**src/rtl/core/tti_pkg.sv**
```systemverilog
// shared types, constants and register addresses of the taper table interpolator
`timescale 1ns / 1ps
package tti_pkg;
    localparam int MaxEntries = 16;
    localparam int IdxW = $clog2(MaxEntries);
    localparam int CntW = $clog2(MaxEntries + 1);
    localparam logic [15:0] DefaultSpeedReset = 16'd140;
    localparam logic [32:0] MinSpan = 33'd65;
    localparam logic [0:0] OpWrite = 1'b0;
    localparam logic [0:0] OpQuery = 1'b1;
    localparam logic [1:0] StInterp = 2'd0;
    localparam logic [1:0] StOneSide = 2'd1;
    localparam logic [1:0] StNone = 2'd2;
    localparam logic [0:0] RegEntryCount = 1'b0;
    localparam logic [0:0] RegDefaultSpeed = 1'b1;

    typedef struct packed {
        logic signed [15:0] lk;
        logic signed [15:0] rk;
        logic        [15:0] sp;
    } tti_vals_t;

    typedef struct packed {
        logic        start;
        logic [47:0] dividend;
        logic [31:0] divisor;
    } tti_div_req_t;
endpackage

```
**src/rtl/core/tti_divider.sv**
```systemverilog
// restoring divider, one quotient bit per cycle, 48 by 32 bits
`timescale 1ns / 1ps
module tti_divider
(
    input  logic                  clk,
    input  logic                  rst_n,
    input  tti_pkg::tti_div_req_t req,
    output logic                  done,
    output logic [31:0]           quotient
);
    logic [47:0] quo_reg;
    logic [47:0] quo_next;
    logic [32:0] rem_reg;
    logic [32:0] rem_next;
    logic [31:0] dvs_reg;
    logic [5:0]  cnt_reg;
    logic [5:0]  cnt_next;
    logic        busy_reg;
    logic        busy_next;
    logic        done_reg;
    logic        done_next;
    logic [32:0] trial;

    always_comb
    begin
        trial     = {rem_reg[31:0], quo_reg[47]};
        rem_next  = rem_reg;
        quo_next  = quo_reg;
        cnt_next  = cnt_reg;
        busy_next = busy_reg;
        done_next = 1'b0;
        if (req.start)
        begin
            rem_next  = '0;
            quo_next  = req.dividend;
            cnt_next  = 6'd0;
            busy_next = 1'b1;
        end
        else if (busy_reg)
        begin
            if (trial >= {1'b0, dvs_reg})
            begin
                rem_next = trial - {1'b0, dvs_reg};
                quo_next = {quo_reg[46:0], 1'b1};
            end
            else
            begin
                rem_next = trial;
                quo_next = {quo_reg[46:0], 1'b0};
            end
            cnt_next = cnt_reg + 6'd1;
            if (cnt_reg == 6'd47)
            begin
                busy_next = 1'b0;
                done_next = 1'b1;
            end
        end
    end

    always_ff @(posedge clk or negedge rst_n)
    begin
        if (!rst_n)
        begin
            busy_reg <= 1'b0;
            done_reg <= 1'b0;
            cnt_reg  <= '0;
        end
        else
        begin
            busy_reg <= busy_next;
            done_reg <= done_next;
            cnt_reg  <= cnt_next;
        end
    end

    always_ff @(posedge clk)
    begin
        rem_reg <= rem_next;
        quo_reg <= quo_next;
        if (req.start)
        begin
            dvs_reg <= req.divisor;
        end
    end

    assign done = done_reg;
    assign quotient = (quo_reg[47:32] != 16'd0) ? 32'hFFFF_FFFF : quo_reg[31:0];
endmodule

```
**src/rtl/core/taper_table_interpolator.sv**
```systemverilog
// top level of the taper table interpolator: table memory, walk sequencer, blend
`timescale 1ns / 1ps
// channel  | handshake      | payload
// in       | in_valid/stall | operation, entry_index, lengths, kerfs, speed, taper_query
// out      | out_valid/stall| left/right_kerf_result, speed_result, result_status
// cfg      | apb write/read | entry_count (0x0), default_speed (0x4)
// a write item is stored when accepted; a query is accepted, then each entry in use is
// read and both its views divided on the shared bit-serial divider (a view with a zero
// divisor length skips it); the block takes no new item until the query has finished
// a one-side or empty query skips the weight divide and blend
// reset sets control and config registers only; the table is undefined until written
// a finished result waits in the output register while the next items are taken; a
// query holds before its output stage until that result is delivered
module taper_table_interpolator
(
    input  logic               clk,
    input  logic               rst_n,
    input  logic               in_valid,
    output logic               in_stall,
    input  logic               operation,
    input  logic [3:0]         entry_index,
    input  logic [15:0]        left_side_len,
    input  logic [15:0]        right_side_len,
    input  logic signed [15:0] left_kerf_value,
    input  logic signed [15:0] right_kerf_value,
    input  logic [15:0]        speed_value,
    input  logic [31:0]        taper_query,
    output logic               out_valid,
    input  logic               out_stall,
    output logic signed [15:0] left_kerf_result,
    output logic signed [15:0] right_kerf_result,
    output logic [15:0]        speed_result,
    output logic [1:0]         result_status,
    input  logic               psel,
    input  logic               penable,
    input  logic               pwrite,
    input  logic [2:0]         paddr,
    input  logic [31:0]        pwdata,
    output logic [31:0]        prdata,
    output logic               pready
);
    localparam logic [2:0] S_IDLE  = 3'd0;
    localparam logic [2:0] S_READ  = 3'd1;
    localparam logic [2:0] S_DIV   = 3'd2;
    localparam logic [2:0] S_WDIV  = 3'd3;
    localparam logic [2:0] S_BLEND = 3'd4;
    localparam logic [2:0] S_OUT   = 3'd5;

    logic [79:0] mem [tti_pkg::MaxEntries];
    logic [79:0] rd_reg;

    logic [4:0]  count_reg;
    logic [15:0] dspeed_reg;
    logic [2:0]  st_reg;
    logic [tti_pkg::IdxW-1:0] idx_reg;
    logic        pass_reg;
    logic        divwait_reg;
    logic [31:0] q_reg;
    logic        lo_ok_reg;
    logic        hi_ok_reg;
    logic [31:0] lo_r_reg;
    logic [31:0] hi_r_reg;
    tti_pkg::tti_vals_t lo_v_reg;
    tti_pkg::tti_vals_t hi_v_reg;
    tti_pkg::tti_vals_t cur_v;
    logic [15:0] k_reg;
    logic [1:0]  bl_reg;
    logic signed [17:0] acc_a_reg;
    logic signed [17:0] acc_b_reg;
    logic signed [35:0] prod_reg;
    tti_pkg::tti_vals_t res_reg;
    logic [1:0]  stat_reg;
    logic        ov_reg;

    tti_pkg::tti_div_req_t dreq;
    logic        ddone;
    logic [31:0] dquo;
    logic [tti_pkg::CntW-1:0] n_eff;
    logic        last_view;
    logic        in_acc;
    logic        cfg_wr;
    logic [15:0] a_len;
    logic [15:0] b_len;
    logic [32:0] span;
    logic signed [35:0] blend_sum;

    tti_divider u_div (.clk(clk), .rst_n(rst_n), .req(dreq), .done(ddone), .quotient(dquo));

    assign pready = 1'b1;
    assign cfg_wr = psel && penable && pwrite;
    assign prdata = (paddr[2] == tti_pkg::RegDefaultSpeed) ? {16'd0, dspeed_reg}
                                                            : {27'd0, count_reg};
    assign n_eff = (count_reg > 5'(tti_pkg::MaxEntries)) ? tti_pkg::CntW'(tti_pkg::MaxEntries)
                                                         : tti_pkg::CntW'(count_reg);
    assign in_stall = (st_reg != S_IDLE);
    assign in_acc = in_valid && !in_stall;
    assign out_valid = ov_reg;
    assign left_kerf_result = res_reg.lk;
    assign right_kerf_result = res_reg.rk;
    assign speed_result = res_reg.sp;
    assign result_status = stat_reg;

    assign a_len = pass_reg ? rd_reg[79:64] : rd_reg[63:48];
    assign b_len = pass_reg ? rd_reg[63:48] : rd_reg[79:64];
    assign cur_v.lk = pass_reg ? rd_reg[47:32] : rd_reg[31:16];
    assign cur_v.rk = pass_reg ? rd_reg[31:16] : rd_reg[47:32];
    assign cur_v.sp = rd_reg[15:0];
    assign last_view = pass_reg && ({1'b0, idx_reg} == (n_eff - 1'b1));
    assign span = {1'b0, hi_r_reg} - {1'b0, lo_r_reg};
    assign blend_sum = prod_reg + 36'sd32768;

    always_comb
    begin
        dreq.start = 1'b0;
        dreq.dividend = {a_len, 32'd0} >> 16;
        dreq.divisor = {16'd0, b_len};
        if (st_reg == S_DIV && !divwait_reg && b_len != 16'd0)
        begin
            dreq.start = 1'b1;
        end
        else if (st_reg == S_WDIV && !divwait_reg && !ov_reg && lo_ok_reg && hi_ok_reg
                 && span > tti_pkg::MinSpan)
        begin
            dreq.start = 1'b1;
            dreq.dividend = {q_reg - lo_r_reg, 16'd0};
            dreq.divisor = span[31:0];
        end
    end

    always_ff @(posedge clk)
    begin
        if (in_acc && operation == tti_pkg::OpWrite)
        begin
            mem[entry_index] <= {right_side_len, left_side_len, right_kerf_value,
                                 left_kerf_value, speed_value};
        end
        rd_reg <= mem[idx_reg];
    end

    always_ff @(posedge clk or negedge rst_n)
    begin
        if (!rst_n)
        begin
            count_reg   <= '0;
            dspeed_reg  <= tti_pkg::DefaultSpeedReset;
            st_reg      <= S_IDLE;
            ov_reg      <= 1'b0;
            divwait_reg <= 1'b0;
            idx_reg     <= '0;
            pass_reg    <= 1'b0;
            lo_ok_reg   <= 1'b0;
            hi_ok_reg   <= 1'b0;
            bl_reg      <= '0;
        end
        else
        begin
            if (cfg_wr)
            begin
                if (paddr[2] == tti_pkg::RegEntryCount)
                    count_reg <= pwdata[4:0];
                else
                    dspeed_reg <= pwdata[15:0];
            end
            if (ov_reg && !out_stall)
                ov_reg <= 1'b0;
            unique case (st_reg)
                S_IDLE:
                begin
                    if (in_acc && operation == tti_pkg::OpQuery)
                    begin
                        q_reg     <= taper_query;
                        idx_reg   <= '0;
                        pass_reg  <= 1'b0;
                        lo_ok_reg <= 1'b0;
                        hi_ok_reg <= 1'b0;
                        st_reg    <= (n_eff == '0) ? S_WDIV : S_READ;
                    end
                end
                S_READ:
                    st_reg <= S_DIV;
                S_DIV:
                begin
                    if (!divwait_reg && b_len != 16'd0)
                        divwait_reg <= 1'b1;
                    else if (!divwait_reg || ddone)
                    begin
                        divwait_reg <= 1'b0;
                        if (divwait_reg)
                        begin
                            if (dquo <= q_reg && (!lo_ok_reg || dquo > lo_r_reg))
                            begin
                                lo_ok_reg <= 1'b1;
                                lo_r_reg  <= dquo;
                                lo_v_reg  <= cur_v;
                            end
                            if (dquo >= q_reg && (!hi_ok_reg || dquo < hi_r_reg))
                            begin
                                hi_ok_reg <= 1'b1;
                                hi_r_reg  <= dquo;
                                hi_v_reg  <= cur_v;
                            end
                        end
                        if (last_view)
                            st_reg <= S_WDIV;
                        else if (pass_reg)
                        begin
                            pass_reg <= 1'b0;
                            idx_reg  <= idx_reg + 1'b1;
                            st_reg   <= S_READ;
                        end
                        else
                            pass_reg <= 1'b1;
                    end
                end
                S_WDIV:
                begin
                    // hold until the previous result has left the output register
                    if (!ov_reg)
                    begin
                        if (!(lo_ok_reg && hi_ok_reg))
                        begin
                            stat_reg <= (lo_ok_reg || hi_ok_reg) ? tti_pkg::StOneSide
                                                                 : tti_pkg::StNone;
                            st_reg <= S_OUT;
                        end
                        else if (span <= tti_pkg::MinSpan)
                        begin
                            k_reg  <= '0;
                            bl_reg <= '0;
                            st_reg <= S_BLEND;
                        end
                        else if (!divwait_reg)
                            divwait_reg <= 1'b1;
                        else if (ddone)
                        begin
                            divwait_reg <= 1'b0;
                            k_reg  <= (dquo > 32'd65535) ? 16'hFFFF : dquo[15:0];
                            bl_reg <= '0;
                            st_reg <= S_BLEND;
                        end
                    end
                end
                S_BLEND:
                begin
                    case (bl_reg)
                        2'd0:
                        begin
                            acc_a_reg <= 18'(lo_v_reg.lk);
                            acc_b_reg <= 18'(hi_v_reg.lk);
                        end
                        2'd1:
                        begin
                            acc_a_reg <= 18'(lo_v_reg.rk);
                            acc_b_reg <= 18'(hi_v_reg.rk);
                        end
                        default:
                        begin
                            acc_a_reg <= $signed({2'b00, lo_v_reg.sp});
                            acc_b_reg <= $signed({2'b00, hi_v_reg.sp});
                        end
                    endcase
                    if (bl_reg != 2'd0)
                    begin
                        prod_reg <= 36'(acc_a_reg) * 36'sd65536
                                  + 36'(acc_b_reg - acc_a_reg) * $signed({20'd0, k_reg});
                    end
                    bl_reg <= bl_reg + 2'd1;
                    if (bl_reg == 2'd3)
                        st_reg <= S_OUT;
                    stat_reg <= tti_pkg::StInterp;
                end
                S_OUT:
                begin
                    ov_reg <= 1'b1;
                    st_reg <= S_IDLE;
                end
                default:
                    st_reg <= S_IDLE;
            endcase
        end
    end

    always_ff @(posedge clk)
    begin
        if (st_reg == S_WDIV && !ov_reg && !(lo_ok_reg && hi_ok_reg))
        begin
            if (lo_ok_reg)
                res_reg <= lo_v_reg;
            else if (hi_ok_reg)
                res_reg <= hi_v_reg;
            else
                res_reg <= '{lk: 16'sd0, rk: 16'sd0, sp: dspeed_reg};
        end
        else if (st_reg == S_BLEND)
        begin
            if (bl_reg == 2'd2)
                res_reg.lk <= blend_sum[31:16];
            else if (bl_reg == 2'd3)
                res_reg.rk <= blend_sum[31:16];
        end
        else if (st_reg == S_OUT && stat_reg == tti_pkg::StInterp)
            res_reg.sp <= blend_sum[31:16];
    end
endmodule
```
**config.mk**
```make
export PLATFORM = sky130hd
export DESIGN_NAME = taper_table_interpolator
export DESIGN_NICKNAME = d
export VERILOG_FILES = /design/src/rtl/core/tti_pkg.sv /design/src/rtl/core/tti_divider.sv /design/src/rtl/core/taper_table_interpolator.sv
export SDC_FILE = /design/constraint.sdc
export NUM_CORES = 2
export LEC_CHECK = 0
export ABC_AREA = 1
export BUFFER_PORTS_ARGS = -buffer_cell sky130_fd_sc_hd__buf_2
export CAP_MARGIN = 20
export CORE_MARGIN = 10
export CORE_UTILIZATION = 43
export DETAILED_ROUTE_END_ITERATION = 8
export GPL_TIMING_DRIVEN = 0
export PLACE_DENSITY = 0.69
export SLEW_MARGIN = 20
export SYNTH_ARGS = -nofsm -noshare
export SYNTH_HDL_FRONTEND = slang
export SYNTH_HIERARCHICAL = 1
export SYNTH_SLANG_ARGS = --single-unit
```
**constraint.sdc**
```tcl
create_clock -name clk -period 10.8 [get_ports clk]
set_clock_uncertainty 0.15 [all_clocks]
set_input_delay 1.08 -clock clk [delete_from_list [all_inputs] [get_ports clk]]
set_output_delay 1.08 -clock clk [all_outputs]
set_load 0.03 [all_outputs]
```
==> reports/qor.yml <==
ys_warn_count: 6
post-cts-setup-buffers: 0
first_iter_violations: 9233
p_sw_mw: 9.22
powerDensity_nw_per_um2: 223
grt_start_max_net_pins: 46
cts_tree: "built"
dp.cells: 11500
p_seq_frac: 0.376
ff2ff_path_depth: 36
pwr-share-comb: 0.349
r2r_slack_ns: 0.84
fin_nets: 9640
start_kind: "flip-flop"
fill_cells: 18500
swShare: 0.396
cp.arrival_ns: 10.38
htree_levels: 4
crit_path_end: "prod_reg[31]"
syn_area_um2: 91200
syn_avg_cell_area_um2: 10.9
final.setup.tns_ns: 0
critPathCaptureType: "flip-flop"
critPathLaunch: "acc_a_reg[0]"
fin_area_um2: 104000
status: "completed"
slew-limit-headroom: 0.111
clk_pin_slew_ns: 0.06
cp_max_fo: 10
ir_worst_vdd_v: 0.000192
die_w_um: 481
largest_reg_flops: 1280
setup-violations-final: 0
grt_pass1_wl_mm: 436
crit_required_ns: 11.22
synth.lib_cells_used.distinct: 75
grt_pass1_vias: 66500
leakage_nw: 40.3
fin_ws_ns: 0.842
clk_latency_ns: 0.87
power_frac_clock: 0.275
path_class: "flip-flop to flip-flop"
core_um2: 212000
core.rowCount: 169
final_common_cell: "edfxtp_1"
fp.dieH_um: 481
cpMaxStageDelayCell: "xor2_1"
synthArstFlopShare: 0.0236
finalCritPeriodShare: 0.922
synth_edf_count: 1669
maxCapViolCount: 0
drc_errors: 0
cts.repair.resized: 0
final_cell_mix: "edfxtp_1, nand2_1, nor2_1"
drt-wirelength-per-cell_um: 25.3
totalWireLength_mm: 301
cts_made_buffers: 184
final_util: 0.492
max_stage_delay_ns: 0.64
vias: 68000
postCtsHoldBufs: 0
ios: 244
hpwl_mm: 224
start_util: 0.431
dp_slack_ns: 0.880
ys_seq_area_frac: 0.586
cts-root-buf: "clkbuf_16"
worst_slew_pin_slew_ns: 1.33
fin_crit_ns: 9.96
p_int_mw: 14.1
grt_setup_unrepaired: "no"
cts_sinks: 1824
portBuffers: 208
gp_congestion: 0.967
vias_per_cell: 5.73
drtAntennaViolNets: 0
synth_seq_cells: 1824
reg2reg_to: "prod_reg[31]"
drive_above_1_share: 0.0874
synth_cells: 8352
die_area_um2: 231000
grt_overflow: 0
placedInstanceArea_um2: 98100
maxSlewViolCount: 0
clock_path_buffers: 3
hold_viol: 0
hold-worst-slack_ns: 0.160
first_pass_iters: 6
antenna_found_initial: 53
ys.flop_type: "edfxtp_1"
grt_use_total: 0.252
r2r-start: "acc_a_reg[0]"
clock.fmax_ghz: 0.100
finalNonFillerCells: 11900
p_total_mw: 23.3
hold_path.class: "input port to asynchronous set/reset pin"
area_growth_pct: 14.3
[logic make-up (layout without fill, tap and decap cells)]
group | after synthesis | count (layout) | share of synthesized area
simple gates | 2689 | 2689 | 0.122
flops | 1824 | 1824 | 0.586
compound gates | 1670 | 1670 | 0.110
buf+inv | 1429 | 2078 | 0.0608
fa+ha+maj | 611 | 611 | 0.109
xor+xnor | 112 | 112 | 0.0108
mux | 15 | 15 | 0.00180
other cells | 2 | 50 | 0.0000823
[Yosys cell counts (12+ instances only)]
master / instances / area (um2)
o211ai_1: 91 / 683
clkinv_1: 15 / 56.3
o221ai_1: 246 / 2150
o21ai_2: 19 / 166
nand3_1: 307 / 1540
inv_2: 15 / 56.3
a21o_1: 13 / 97.6
o22ai_1: 80 / 500
fa_1: 302 / 6050
xor2_1: 53 / 464
inv_1: 1004 / 3770
nand2_1: 1160 / 4350
xnor2_1: 58 / 508
nor2_2: 12 / 75.1
a21oi_1: 207 / 1040
ha_1: 309 / 3870
nor2_1: 1041 / 3910
nand2_2: 16 / 100
dfrtp_1: 40 / 1000
a31oi_1: 12 / 75.1
edfxtp_1: 1669 / 50100
nand3b_1: 21 / 158
nor3_1: 29 / 145
o21ai_0: 872 / 4360
o21ai_1: 32 / 160
clkbuf_1: 345 / 1290
a22oi_1: 30 / 225
buf_4: 24 / 180
nor4_1: 18 / 113
nand4_1: 45 / 282
dfxtp_1: 112 / 2240
[worst min path at each step]
| stage | start | endpoint | depth (start not counted) |
|---|---|---|---|
| after global routing | rst_n | lo_ok_reg | 1 |
| after CTS | rst_n | out_valid | 1 |
| after global placement | rd_reg[1] | lo_v_reg[1] | 0 |
| after detailed placement | rd_reg[7] | lo_v_reg[7] | 0 |
| after floorplan | rd_reg[0] | hi_v_reg[0] | 0 |
| final | rst_n | lo_ok_reg | 1 |
[cell type report]
type / count / area (um2) / area share
clock inverters: 103 / 1040 / 0.00995
inverters: 1035 / 3890 / 0.0373
repair buffers: 301 / 2990 / 0.0287
multi-input cells: 5130 / 32600 / 0.312
diodes: 17 / 42.5 / 0.000408
flip-flops and latches: 1824 / 53400 / 0.513
clock buffers: 245 / 5060 / 0.0485
plain buffers: 394 / 1680 / 0.0161
well taps: 2821 / 3530 / 0.0339
[critical path: cells and delay by family (launching register included)]
kind	cells	cell delay [ns]
fa+ha+maj	9	3.78
compound gates	11	2.56
simple gates	10	1.23
buf+inv	5	0.87
xor+xnor	1	0.64
flops	1	0.45
[power by group through the flow]
stage | Combinational, mW | Clock [mW] | Sequential [mW]
6_report | 8.14 | 6.40 | 8.75
5_1_grt | 8.68 | 6.73 | 8.79
4_1_cts | 7.89 | 6.44 | 8.74
3_5_place_dp | 7.85 | 0 | 8.89
3_3_place_gp | 7.68 | 0 | 8.90
2_1_floorplan | 4.51 | 0 | 8.82
[routing by layer]
metal	GRT usage	part of all wire
met1	0.315	0.37
met3	0.0660	0.11
met4	0.127	0.057
met2	0.405	0.46
met5	0	0.0010
Note: power is estimated with default switching activity, not from simulation.
